$ cat src/design/wheel_speed_from_capture_period_assert.svh
// Assertion macros for the design file wheel_speed_from_capture_period.sv.
// Define ASSERT_OFF to compile the checks out.
`ifndef WHEEL_SPEED_FROM_CAPTURE_PERIOD_ASSERT_SVH
`define WHEEL_SPEED_FROM_CAPTURE_PERIOD_ASSERT_SVH

`ifndef ASSERT_OFF

// Same-cycle implication: ante |-> cons
`define WSPD_ASSERT_IMPL(label, clk, rst, ante, cons) \
  label: assert property (@(posedge clk) disable iff (rst) (ante) |-> (cons)) \
    else $error("%m: assertion failed");

// Next-cycle implication: ante |=> cons
`define WSPD_ASSERT_NEXT(label, clk, rst, ante, cons) \
  label: assert property (@(posedge clk) disable iff (rst) (ante) |=> (cons)) \
    else $error("%m: assertion failed");

`else

`define WSPD_ASSERT_IMPL(label, clk, rst, ante, cons)
`define WSPD_ASSERT_NEXT(label, clk, rst, ante, cons)

`endif

`endif

$ cat src/design/wspd_pkg.sv
`timescale 1ns / 1ps

package wspd_pkg;

  localparam int unsigned DATA_W    = 32;
  localparam int unsigned RES_W     = 16;
  localparam int unsigned CFG_IDX_W = 2;
  localparam int unsigned CNT_W     = $clog2(DATA_W);

  // Register indexes
  typedef logic [CFG_IDX_W-1:0] cfg_idx_t;
  localparam cfg_idx_t CFG_TIMEOUT   = cfg_idx_t'(0);
  localparam cfg_idx_t CFG_SPEED_NUM = cfg_idx_t'(1);
  localparam cfg_idx_t CFG_RATE_NUM  = cfg_idx_t'(2);

  // Register reset values
  localparam logic [DATA_W-1:0] TIMEOUT_RST   = 32'd40000000;
  localparam logic [DATA_W-1:0] SPEED_NUM_RST = 32'd2497500000;
  localparam logic [DATA_W-1:0] RATE_NUM_RST  = 32'd416666667;

  localparam logic [RES_W-1:0] SAT16 = '1;

  // Division slots, in the order the sequencer runs them
  typedef logic [2:0] op_t;
  localparam op_t OP_FL   = 3'd0;
  localparam op_t OP_FR   = 3'd1;
  localparam op_t OP_RL   = 3'd2;
  localparam op_t OP_RR   = 3'd3;
  localparam op_t OP_RATE = 3'd4;

  typedef enum logic [2:0] {
    S_IDLE = 3'b001,
    S_DIV  = 3'b010,
    S_DONE = 3'b100
  } state_t;

  typedef struct packed {
    logic [DATA_W-1:0] period_front_left;
    logic [DATA_W-1:0] period_front_right;
    logic [DATA_W-1:0] period_rear_left;
    logic [DATA_W-1:0] period_rear_right;
    logic [DATA_W-1:0] since_edge_front_left;
    logic [DATA_W-1:0] since_edge_front_right;
    logic [DATA_W-1:0] since_edge_rear_left;
    logic [DATA_W-1:0] since_edge_rear_right;
    logic              overflow_front_left;
    logic              overflow_front_right;
    logic              overflow_rear_left;
    logic              overflow_rear_right;
  } item_t;

  typedef struct packed {
    logic [RES_W-1:0] speed_front_left;
    logic [RES_W-1:0] speed_front_right;
    logic [RES_W-1:0] speed_rear_left;
    logic [RES_W-1:0] speed_rear_right;
    logic [RES_W-1:0] speed_front_mean;
    logic [RES_W-1:0] speed_rear_mean;
    logic [RES_W-1:0] speed_overall;
    logic [RES_W-1:0] rear_left_turn_rate;
  } result_t;

endpackage

$ cat src/design/wheel_speed_from_capture_period.sv
`timescale 1ns / 1ps
//
//  Channel   Signals                              Direction  Transaction when
//  -------   -----------------------------------  ---------  ---------------------------
//  item      item_valid, item_stall, item          in         item_valid && !item_stall
//  result    result_valid, result_stall, result    out        result_valid && !result_stall
//  cfg       cfg_valid, cfg_ready, cfg_index,      in         cfg_valid && cfg_ready
//            cfg_data
//
//  Sequence: an item is taken only while idle (item_stall otherwise), then
//  five 32-step restoring divisions (4 wheel speeds + rear-left turn rate) run on
//  a single shared subtract/compare unit at one quotient bit per cycle, and
//  the finish state forms the means and loads the result register.
//  Reset: rst is synchronous, active high; it restores the register defaults,
//  clears the held turn rate and empties the result register.
//  Stalls: a finished result sits in the result register while the next item
//  is accepted and divided; only a second finished result waits for it.
//  cfg_ready is always high; the user must make writes only while the block is idle (not enforced).
//
`include "wheel_speed_from_capture_period_assert.svh"

module wheel_speed_from_capture_period (
  input  logic                          clk,
  input  logic                          rst,
  // item channel
  input  logic                          item_valid,
  output logic                          item_stall,
  input  wspd_pkg::item_t               item,
  // result channel
  output logic                          result_valid,
  input  logic                          result_stall,
  output wspd_pkg::result_t             result,
  // configuration write channel
  input  logic                          cfg_valid,
  output logic                          cfg_ready,
  input  wspd_pkg::cfg_idx_t            cfg_index,
  input  logic [wspd_pkg::DATA_W-1:0]   cfg_data
);

  localparam int unsigned DW = wspd_pkg::DATA_W;
  localparam int unsigned RW = wspd_pkg::RES_W;
  localparam int unsigned CW = wspd_pkg::CNT_W;
  localparam logic [CW-1:0] CNT_LAST = CW'(DW - 1);

  // Configuration registers
  logic [DW-1:0] timeout_ticks;
  logic [DW-1:0] speed_numerator;
  logic [DW-1:0] rate_numerator;

  // Sequencer
  wspd_pkg::state_t state;
  wspd_pkg::op_t    op;
  logic [CW-1:0]    cnt;

  // Latched item: periods and per-wheel running flags
  logic [DW-1:0] period [4];
  logic [3:0]    running;

  // Shared divider: remainder and dividend/quotient shift register
  logic [DW-1:0] rem;
  logic [DW-1:0] quo;

  // Per-item results and the held turn rate
  logic [RW-1:0] spd [4];
  logic [RW-1:0] held_turn_rate;

  // Divider datapath
  logic [DW-1:0] den;
  logic [DW:0]   shifted;
  logic [DW:0]   trial;
  logic [DW-1:0] rem_next;
  logic [DW-1:0] quo_next;
  logic [RW-1:0] quo_sat;

  // Means
  logic [RW-1:0] front_mean;
  logic [RW-1:0] rear_mean;
  logic [RW-1:0] overall_mean;
  logic [RW:0]   front_sum;
  logic [RW:0]   rear_sum;
  logic [RW:0]   overall_sum;

  logic [3:0] running_in;
  logic       item_accept;
  logic       result_free;

  assign cfg_ready   = 1'b1;
  assign item_stall  = (state != wspd_pkg::S_IDLE);
  assign item_accept = item_valid && !item_stall;
  // result register can be (re)loaded this cycle
  assign result_free = !result_valid || !result_stall;

  // Stopped when since-edge count is above timeout or the counter overflowed
  always_comb begin
    running_in[0] = !(item.since_edge_front_left  > timeout_ticks || item.overflow_front_left);
    running_in[1] = !(item.since_edge_front_right > timeout_ticks || item.overflow_front_right);
    running_in[2] = !(item.since_edge_rear_left   > timeout_ticks || item.overflow_rear_left);
    running_in[3] = !(item.since_edge_rear_right  > timeout_ticks || item.overflow_rear_right);
  end

  // Divisor for the current slot; the turn rate divides by the rear-left period
  always_comb begin
    case (op)
      wspd_pkg::OP_FL: den = period[0];
      wspd_pkg::OP_FR: den = period[1];
      wspd_pkg::OP_RL: den = period[2];
      wspd_pkg::OP_RR: den = period[3];
      default:         den = period[2];
    endcase
  end

  // One restoring step: shift in the next dividend bit, try the subtract.
  // A zero divisor always succeeds, giving an all-ones quotient that
  // saturates to 65535 as required.
  always_comb begin
    shifted  = {rem, quo[DW-1]};
    trial    = shifted - {1'b0, den};
    if (!trial[DW]) begin
      rem_next = trial[DW-1:0];
      quo_next = {quo[DW-2:0], 1'b1};
    end else begin
      rem_next = shifted[DW-1:0];
      quo_next = {quo[DW-2:0], 1'b0};
    end
    quo_sat = (quo_next[DW-1:RW] != '0) ? wspd_pkg::SAT16 : quo_next[RW-1:0];
  end

  // Truncated means
  always_comb begin
    front_sum    = {1'b0, spd[0]} + {1'b0, spd[1]};
    rear_sum     = {1'b0, spd[2]} + {1'b0, spd[3]};
    front_mean   = front_sum[RW:1];
    rear_mean    = rear_sum[RW:1];
    overall_sum  = {1'b0, front_mean} + {1'b0, rear_mean};
    overall_mean = overall_sum[RW:1];
  end

  always_ff @(posedge clk) begin
    if (rst) begin
      state           <= wspd_pkg::S_IDLE;
      op              <= wspd_pkg::OP_FL;
      cnt             <= '0;
      result_valid    <= 1'b0;
      held_turn_rate  <= '0;
      timeout_ticks   <= wspd_pkg::TIMEOUT_RST;
      speed_numerator <= wspd_pkg::SPEED_NUM_RST;
      rate_numerator  <= wspd_pkg::RATE_NUM_RST;
    end else begin
      if (cfg_valid && cfg_ready) begin
        unique case (cfg_index)
          wspd_pkg::CFG_TIMEOUT:   timeout_ticks   <= cfg_data;
          wspd_pkg::CFG_SPEED_NUM: speed_numerator <= cfg_data;
          wspd_pkg::CFG_RATE_NUM:  rate_numerator  <= cfg_data;
          default: ;  // unknown index: write dropped
        endcase
      end

      // the finish state reloads the register itself
      if (result_valid && !result_stall && (state != wspd_pkg::S_DONE)) begin
        result_valid <= 1'b0;
      end

      unique case (state)
        wspd_pkg::S_IDLE: begin
          if (item_accept) begin
            period[0] <= item.period_front_left;
            period[1] <= item.period_front_right;
            period[2] <= item.period_rear_left;
            period[3] <= item.period_rear_right;
            running   <= running_in;
            quo       <= speed_numerator;
            rem       <= '0;
            cnt       <= '0;
            op        <= wspd_pkg::OP_FL;
            state     <= wspd_pkg::S_DIV;
          end
        end

        wspd_pkg::S_DIV: begin
          cnt <= cnt + 1'b1;
          if (cnt == CNT_LAST) begin
            rem <= '0;
            if (op == wspd_pkg::OP_RATE) begin
              // turn rate only updates while the rear-left wheel runs
              if (running[2]) begin
                held_turn_rate <= quo_sat;
              end
              state <= wspd_pkg::S_DONE;
            end else begin
              spd[op[1:0]] <= running[op[1:0]] ? quo_sat : '0;
              op           <= op + 1'b1;
              quo          <= (op == wspd_pkg::OP_RR) ? rate_numerator : speed_numerator;
            end
          end else begin
            rem <= rem_next;
            quo <= quo_next;
          end
        end

        wspd_pkg::S_DONE: begin
          if (result_free) begin
            result.speed_front_left    <= spd[0];
            result.speed_front_right   <= spd[1];
            result.speed_rear_left     <= spd[2];
            result.speed_rear_right    <= spd[3];
            result.speed_front_mean    <= front_mean;
            result.speed_rear_mean     <= rear_mean;
            result.speed_overall       <= overall_mean;
            result.rear_left_turn_rate <= held_turn_rate;
            result_valid               <= 1'b1;
            state                      <= wspd_pkg::S_IDLE;
          end
        end

        default: state <= wspd_pkg::S_IDLE;
      endcase
    end
  end

  // An accepted item always starts the divider on the first slot
  `WSPD_ASSERT_NEXT(a_accept_starts_div, clk, rst, item_accept,
    (state == wspd_pkg::S_DIV) && (op == wspd_pkg::OP_FL) && (cnt == '0))
  // Slot index never runs past the turn-rate division
  `WSPD_ASSERT_IMPL(a_op_range, clk, rst, 1'b1, op <= wspd_pkg::OP_RATE)
  // A new result only appears out of the finish state
  `WSPD_ASSERT_IMPL(a_result_from_done, clk, rst, $rose(result_valid), $past(state) == wspd_pkg::S_DONE)
  // Held turn rate changes only at the end of the turn-rate division
  `WSPD_ASSERT_IMPL(a_held_update, clk, rst, !$past(rst) && !$stable(held_turn_rate),
    $past(state == wspd_pkg::S_DIV && op == wspd_pkg::OP_RATE && cnt == CNT_LAST))

endmodule
$ cat config.mk
export PLATFORM = sky130hd
export DESIGN_NAME = wheel_speed_from_capture_period
export DESIGN_NICKNAME = d
export VERILOG_FILES = /design/src/design/wspd_pkg.sv /design/src/design/wheel_speed_from_capture_period.sv
export VERILOG_INCLUDE_DIRS = /design/src /design/src/design
export SDC_FILE = /design/constraint.sdc
export NUM_CORES = 1
export LEC_CHECK = 0
export ABC_AREA = 1
export BUFFER_PORTS_ARGS = -buffer_cell sky130_fd_sc_hd__buf_2
export CORE_MARGIN = 2
export CORE_UTILIZATION = 39
export DETAILED_ROUTE_END_ITERATION = 10
export SKIP_CTS_REPAIR_TIMING = 1
export SKIP_LAST_GASP = 1
export SYNTH_ARGS = -nofsm -noshare
export SYNTH_HDL_FRONTEND = slang
export SYNTH_SLANG_ARGS = --single-unit
$ cat constraint.sdc
create_clock -name clk -period 10.06 [get_ports clk]
set_clock_uncertainty 0.15 [all_clocks]
set_input_delay 0.503 -clock clk [delete_from_list [all_inputs] [get_ports clk]]
set_output_delay 0.503 -clock clk [all_outputs]
set_load 0.01 [all_outputs]
# After elaboration in Yosys (flattened, before gate mapping)
# Memory sizes are Yosys's and may differ from the RTL's.
# Index checks and enable logic that the tools add are counted.
# word_totals
register_bits	320
ramBits	192
memories	2
wordCells	118
out_inout_bits	131
inputBits	299
# classes
n_eq_ne	17
order_cmp	5
n_mux	38
n_addsub	6
n_reduce_logical	30
n_bitwise	1
# mem_list
memory	words	word_bits	read_ports	rd_clocked_by_memory_dff	wr	line	text
period	4	32	4	0	4	wheel_speed_from_capture_period.sv:56	logic [DW-1:0] period [4];
spd	4	16	4	0	1	wheel_speed_from_capture_period.sv:64	logic [RW-1:0] spd [4];
# ops
cell	count
$mux W32	7
$gt A32 B32 Y1	4
$pmux W32 S2	2
$pmux W32 S3	1
$add A16 B16 Y17	3
$sub A33 B32 Y33	1
$mux W16	2
$mux W3	7
$reduce_and A4 Y1	4
$reduce_bool A16 Y1	1
$mux W1	14
$ne A2 B2 Y1 const B	5
$pmux W5 S2	1
$pmux W3 S3	1
$reduce_and A3 Y1	3
$reduce_and A2 Y1	4
$logic_not A1 Y1	7
$eq A3 B1 Y1 const B	2
$eq A3 B2 Y1 const B	2
$eq A3 B3 Y1 const B	2
$ne A3 B3 Y1 const B	2
$pmux W3 S2	1
$add A5 B1 Y5 const B	1
$eq A5 B5 Y1 const B	1
13 further kinds	19

# Longest topological paths before layout
# Gate-level depths: netlist of the first run.
# depth
word_depth	7
depth_mapped	25
mapped_depth_nobuf	24

# Least setup slack after synthesis of the first run
# No wires, ideal clock.
# synth_timing
kind	input-to-reg
startpoint	input port rst
endpoint	register result[0] in the netlist's numbering (enable)
t_required_ns	9.138
setup_time_ns	0.772
setup_slack_ns	-0.397
stages	3
n_path_buf	2
t_arrival_ns	9.535
path_cell_list	clkbuf_1 -> clkbuf_1 -> nor3_1
# synth_via
elab_chain_cells	2
# synth_rtl
element	line	text
start: declaration	wheel_speed_from_capture_period.sv:24	input logic rst,
$not A1 Y1 (no line)	--	
$reduce_and A3 Y1 (no line)	--	
end: declaration	wheel_speed_from_capture_period.sv:32	output wspd_pkg::result_t result,
# No other way between the ends.
# A chain may end at the register's enable or synchronous reset.

# Worst setup path after layout of the first run
# layout_timing
startpoint	register op[1]
endpoint	register rem[22] (data pin)
# layout_via
elab_chain_cells	6
elab_cells_between_ends	8
classes_between	add/sub (1); eq/ne (2); mux (4); reduce/logical (1)
# layout_rtl
element	line	text
start: declaration	wheel_speed_from_capture_period.sv:52	wspd_pkg::op_t op;
start signal: assignment	wheel_speed_from_capture_period.sv:141	op <= wspd_pkg::OP_FL;
start signal: assignment	wheel_speed_from_capture_period.sv:174	op <= wspd_pkg::OP_FL;
start signal: assignment	wheel_speed_from_capture_period.sv:191	op <= op + 1'b1;
$eq A3 B2 Y1 (tied with other cells)	wheel_speed_from_capture_period.sv:103	case (op)
$pmux W32 S3 *	wheel_speed_from_capture_period.sv:103	
$sub A33 B32 Y33 *	wheel_speed_from_capture_period.sv:117	trial = shifted - {1'b0, den};
$mux W32 *	wheel_speed_from_capture_period.sv:118	if (!trial[DW]) begin
$mux W32 *	wheel_speed_from_capture_period.sv:181	if (cnt == CNT_LAST) begin
$pmux W32 S2 *	wheel_speed_from_capture_period.sv:163	unique case (state)
end signal: assignment	wheel_speed_from_capture_period.sv:195	rem <= rem_next;
end: declaration	wheel_speed_from_capture_period.sv:60	logic [DW-1:0] rem;
# Every way passes the cells marked *; elsewhere a longest branch is shown, timed or not.

==> results of run 1 <==
[power by group]
group / internal (mW) / switching (mW)
Sequential: 2.35 / 0.0360
Clock: 1.13 / 0.864
Combinational: 0.228 / 0.364
Total: 3.71 / 1.26
[per-layer routing]
| layer | GRT usage (%) | up-vias | wire length, um |
|---|---|---|---|
| met4 | 4.08 | 10 | 1350 |
| met5 | 0 | - | 69 |
| met1 | 29.1 | 9638 | 34700 |
| li1 | - | 10400 | - |
| met3 | 4.06 | 96 | 4330 |
| met2 | 33.6 | 616 | 35000 |
[critical path: stages, from the launching register on]
cell and delay (ns):
dfxtp_1 0.34, inv_1 0.12, ha_1 0.16, inv_1 0.07
nor2_4 0.78, nor3_1 0.14, inv_2 0.77, nor2_1 0.08
a41oi_1 0.20, ha_1 0.17, inv_1 0.07, fa_1 0.45
nand3_2 0.11, nand3_2 0.10, nand2_2 0.10, nand2_4 0.07
nand2_2 0.08, nand2_4 0.06, nand2_2 0.09, nand2_2 0.08
nand2_4 0.08, nand2_8 0.27, nor2_1 0.26, nor2_2 0.06
[logic make-up (layout without fill, tap and decap cells)]
family	Yosys count	count (layout)	share of synthesized area [%]
fa+ha+maj	217	217	10.5
xor+xnor	58	58	1.94
mux	1	1	0.0431
buf+inv	370	973	5.71
flops	512	512	54.0
other cells	1	3	0.0143
simple gates	1123	1123	18.3
compound gates	458	458	9.45
[per-stage QoR]
stage	power [mW]	worst slack (ns)	instances	hold slack [ns]
global placement	2.97	5.07	3971	0.259
floorplan	2.79	3.10	2740	0.253
CTS	4.97	4.78	4073	-0.137
global route	5.18	4.27	4209	0.000766
detailed placement	2.98	4.84	3971	0.260
finish	4.97	4.86	4209	-0.00909
[flip-flops by register name, indices dropped and copies added, names as in the netlist]
signal,cells
result,128
rem,32
result_valid,1
op,3
timeout_ticks,32
spd,64
state,3
held_turn_rate,16
cnt,5
speed_numerator,32
running,4
rate_numerator,32
quo,32
period,128
[cells in the final DEF (no fill, tap or decap), types with 6 or more instances in the layout]
cell type	n
o21ai_0	180
clkinv_2	13
a31oi_1	32
nand4_1	52
inv_1	281
dfxtp_1	124
xnor2_1	13
clkbuf_1	11
dlygate4sd3_1	134
buf_4	19
o211ai_1	15
nor2_2	29
ha_1	212
nand2_2	39
buf_2	428
nor2_1	209
o21bai_1	9
xor2_1	45
inv_2	9
nand2_1	658
edfxtp_1	388
nor3_1	10
clkinv_1	7
a21o_1	6
a21oi_1	195
nor4_1	8
clkbuf_16	57
nand3_1	90
[final timing paths]
| path | end | slack (ns) | cells after the start |
|---|---|---|---|
| setup / recovery | rem[22] | 4.86 | 23 |
| hold / removal | rate_numerator[5] | -0.009 | 3 |
| setup reg to reg | rem[22] | 4.86 | 23 |
| hold reg to reg | result[12] | 0.28 | 0 |
[layout make-up]
class                      instances  area share (%)
antenna                            2          0.0155
clock buffer                      70            4.63
clock inverter                    32           0.875
inverter                         290            3.37
multi-input combinational       1858            32.8
sequential                       512            43.8
tap                              864            3.35
timing repair buffer             581            11.2
==> impl_metrics.yaml, run 1 <==
status:
  status: "complete, but fails checks"
  violations: "hold timing"
worst_setup_path:
  crit_path_max_fanout: 64
  cp.arrival_ns: 5.40
  worstSetupStartpoint: "op[1]"
  worstSetupStartpointType: "flop"
  setup.worst_path.end_class: "flop"
  reg2reg_from: "op[1]"
  crit_type: "flop to flop"
  cp.required_ns: 10.26
floorplanning:
  core_sq_mm: 0.0661
  die_h_um: 263
  rows: 94
  dieArea_sq_mm: 0.0691
  io_pins: 430
  die_w_um: 263
  start_util_pct: 39.6
route:
  drc: 0
  drt-pass1-iter-count: 5
  wl_per_cell_um: 17.9
  ant_nets: 0
  avgViaCountPerCell: 4.94
  num_vias: 20800
  drtIter0Drc: 1502
  drt_wl_total_um: 75500
sta:
  tightest_slew_ns: 1.22
  hold_viol: 1
  fmax_mhz: 192
  rsz0062_at_grt: "false"
  finalSetupViolations: 0
  period_share_pct: 51.7
  slew_headroom_pct: 18.5
  maxSlewViolCount: 0
  finalSetupTns_ns: 0
  fin_crit_ns: 5.20
  holdWs_ns: -0.00909
final_layout:
  seq_area_sq_mm: 0.0141
  drive_gt1_share_pct: 18.9
  multi_input_area_sq_mm: 0.0106
  utilization_pct: 48.9
  fillers: 6220
  area_delta_synth_final_pct: 23.5
  design_area_sq_mm: 0.0323
  layout.nets: 3814
logic_synthesis:
  yosys.cell_count.top_type: "nand2_1"
  async_reset_ff_share_pct: 0
  yosys-top-cells-area: "edfxtp_1, ha_1, dfxtp_1"
  syn_avg_cell_area_sq_um: 9.55
  syn_inst: 2740
  yosysSeqAreaShare_pct: 54.0
  yosysUniqueCellTypes: 54
  yosys_warnings: 0
  synth_commonest_cells: "nand2_1, edfxtp_1, inv_1"
  synth_seq_cells: 512
  synth_area_leader_cell: "edfxtp_1"
  synth_edf_count: 388
  syn_nets: 3256
  synthFlopType: "edfxtp_1"
  synth_top_cell_area_share_pct: 44.5
  netlist_area_sq_mm: 0.0262
placed_design:
  io_buffers: 428
  place_congestion: 0.937
  placed_area_sq_mm: 0.0292
  hpwl_um: 54700
clocking:
  clk_latency_ns: 0.63
  cts_root_buf: "clkbuf_16"
  htree_levels: 2
  cts_buffers: 55
  clk_pin_slew_worst_paths_ns: 0.06
  tritoncts: "built"
  cts_sinks: 512
  cts_buffer_depth: 3
grt:
  grt_pass1_vias: 19700
  antenna_found_initial: 8
  grt_max_degree: 99
  grt_pass1_wl_um: 113000
  grt_usage_pct: 20.8
  overflow: 0
hold_path:
  hp-class: "input port to flop"
  hold_path_startpoint: "cfg_data[5]"
pwr:
  power_density_mw_per_mm2: 154
  vdd_drop_max_v: 0.000125
  p_leak_nw: 14.1
run:
  max_cap_violations: 0
Note: power is estimated with default switching activity, not from simulation.
==> run 2, diff against run 1 <==
Clock period 10.06 ns to 4.8 ns, I/O delays scaled along.
==> run 2 against run 1 <==
Against the previous run:
- the flow now finishes without violations
- register-to-register slack worse by 4.3 ns
- worst setup slack got worse by 4.3 ns
- clock power grew 110%
- final cell count up 0.90%
- non-clock buffer count up 41
- wire length up 1.1%
- hold slack better by 0.016 ns
- count of clock-buffer cells in the layout increased by 5
- sequential cell count unchanged
- first-iteration DRC count fell by 13%
- die area unchanged
- critical endpoint is now rem[6]
- largest power group unchanged
==> impl_metrics.yaml, run 2 (synthesis results as in run 1) <==
placed_design:
  place_congestion: 0.942
  io_buffers: 428
  hpwl_um: 55900
floorplanning:
  core_sq_mm: 0.0661
  start_util_pct: 39.6
  die_h_um: 263
  die_w_um: 263
  dieArea_sq_mm: 0.0691
  io_pins: 430
  rows: 94
clocking:
  htree_levels: 2
  tritoncts: "built"
  clk_pin_slew_worst_paths_ns: 0.07
  cts_root_buf: "clkbuf_16"
  clk_latency_ns: 0.62
  cts_buffers: 53
  cts_sinks: 512
  cts_buffer_depth: 3
worst_setup_path:
  crit_type: "flop to flop"
  cp.required_ns: 5.02
  cp.arrival_ns: 4.44
  worstSetupStartpoint: "op[0]"
  reg2reg_from: "op[0]"
  setup.worst_path.end_class: "flop"
  worstSetupStartpointType: "flop"
  crit_path_max_fanout: 60
pwr:
  pwr-share-seq_pct: 47.9
  combPwrFrac_pct: 12.1
  p_switching_mw: 2.65
  swShare_pct: 25.4
  power_density_mw_per_mm2: 319
  clock_power_share_pct: 40.0
  internal_power_mw: 7.80
  p_leak_nw: 14.2
  power_mw: 10.4
  vdd_drop_max_v: 0.000219
final_layout:
  drive_gt1_share_pct: 18.9
  area_delta_synth_final_pct: 25.1
  layout.nets: 3853
  final_common_cell: "nand2_1"
  final_cell_mix: "nand2_1, buf_2, edfxtp_1"
sta:
  fmax_mhz: 237
  rsz0062_at_grt: "false"
  maxSlewViolCount: 0
  hold_viol: 0
  period_share_pct: 87.9
  tightest_slew_ns: 1.16
  finalSetupTns_ns: 0
  fin_crit_ns: 4.22
  slew_headroom_pct: 22.8
  finalSetupViolations: 0
route:
  wl_per_cell_um: 18.0
  drt_wl_total_um: 76400
  num_vias: 21000
  ant_nets: 0
  avgViaCountPerCell: 4.94
  drt-pass1-iter-count: 5
  drtIter0Drc: 1305
  drc: 0
grt:
  grt_usage_pct: 20.8
  grt_max_degree: 129
  grt_pass1_wl_um: 112000
  overflow: 0
  grt_pass1_vias: 19700
  antenna_found_initial: 6
status:
  status: "finished, final reports clean"
hold_path:
  hp-class: "input port to flop"
  hold_path_startpoint: "cfg_index[0]"
run:
  max_cap_violations: 0
[run 2: worst max-delay path, cell delays in order (launching register included)]
cell     delay [ns]
dfxtp_1        0.34
inv_1          0.17
ha_1           0.20
inv_1          0.08
nor2_4         0.09
nor3_1         0.06
inv_2          0.40
buf_4          0.39
nand4_1        0.12
o21ai_0        0.14
ha_1           0.33
a21oi_1        0.25
nand2_1        0.11
nand2_1        0.07
nand2_1        0.08
a21oi_4        0.17
nand2_2        0.10
nand2_4        0.09
nand2_8        0.28
nor2_1         0.25
nor2_2         0.06
[run 2: power groups by stage]
stage	clock network, mW	registers (mW)	logic, mW
2_1_floorplan	0	5.07	0.780
3_3_place_gp	0	5.10	1.14
3_5_place_dp	0	5.09	1.15
4_1_cts	4.27	5.00	1.16
5_1_grt	4.42	5.01	1.44
6_report	4.18	5.00	1.27
[run 2: cell type report]
cell class | instances | area [sq um]
Fill cell | 6216 | 33400
Timing Repair Buffer | 622 | 4040
Clock buffer | 75 | 1500
Clock inverter | 24 | 264
Tap cell | 864 | 1080
Sequential cell | 512 | 14100
Inverter | 290 | 1090
Multi-Input combinational cell | 1858 | 10600
Antenna cell | 2 | 5.00
[run 2: path summary, 6_finish.rpt]
path                            cells past startpoint  slack (ns)           endpoint
worst max-delay path                               20        0.58             rem[6]
worst min-delay path                                4       0.007  timeout_ticks[25]
worst max register to register                     20        0.58             rem[6]
worst min register to register                      0        0.26          result[9]
[run 2: stage by stage]
stage          utilization, %  std cells  hold WS (ns)  cell area [sq um]  worst slack, ns
5_1_grt                  49.5       4246        0.0117              32700           0.0948
6_report                 49.5       4247       0.00699              32700            0.580
3_3_place_gp             44.3       3979         0.258              29300            0.725
3_5_place_dp             44.3       3979         0.261              29300            0.608
4_1_cts                  46.9       4078        -0.395              31000            0.582
2_1_floorplan               -       2740         0.189              26200           0.0354
[run 2: routing by layer]
layer,wire [um],track usage [%]
met1,34200,28.4
met2,35100,33.0
met3,4860,4.67
met4,2110,5.88
met5,33,0
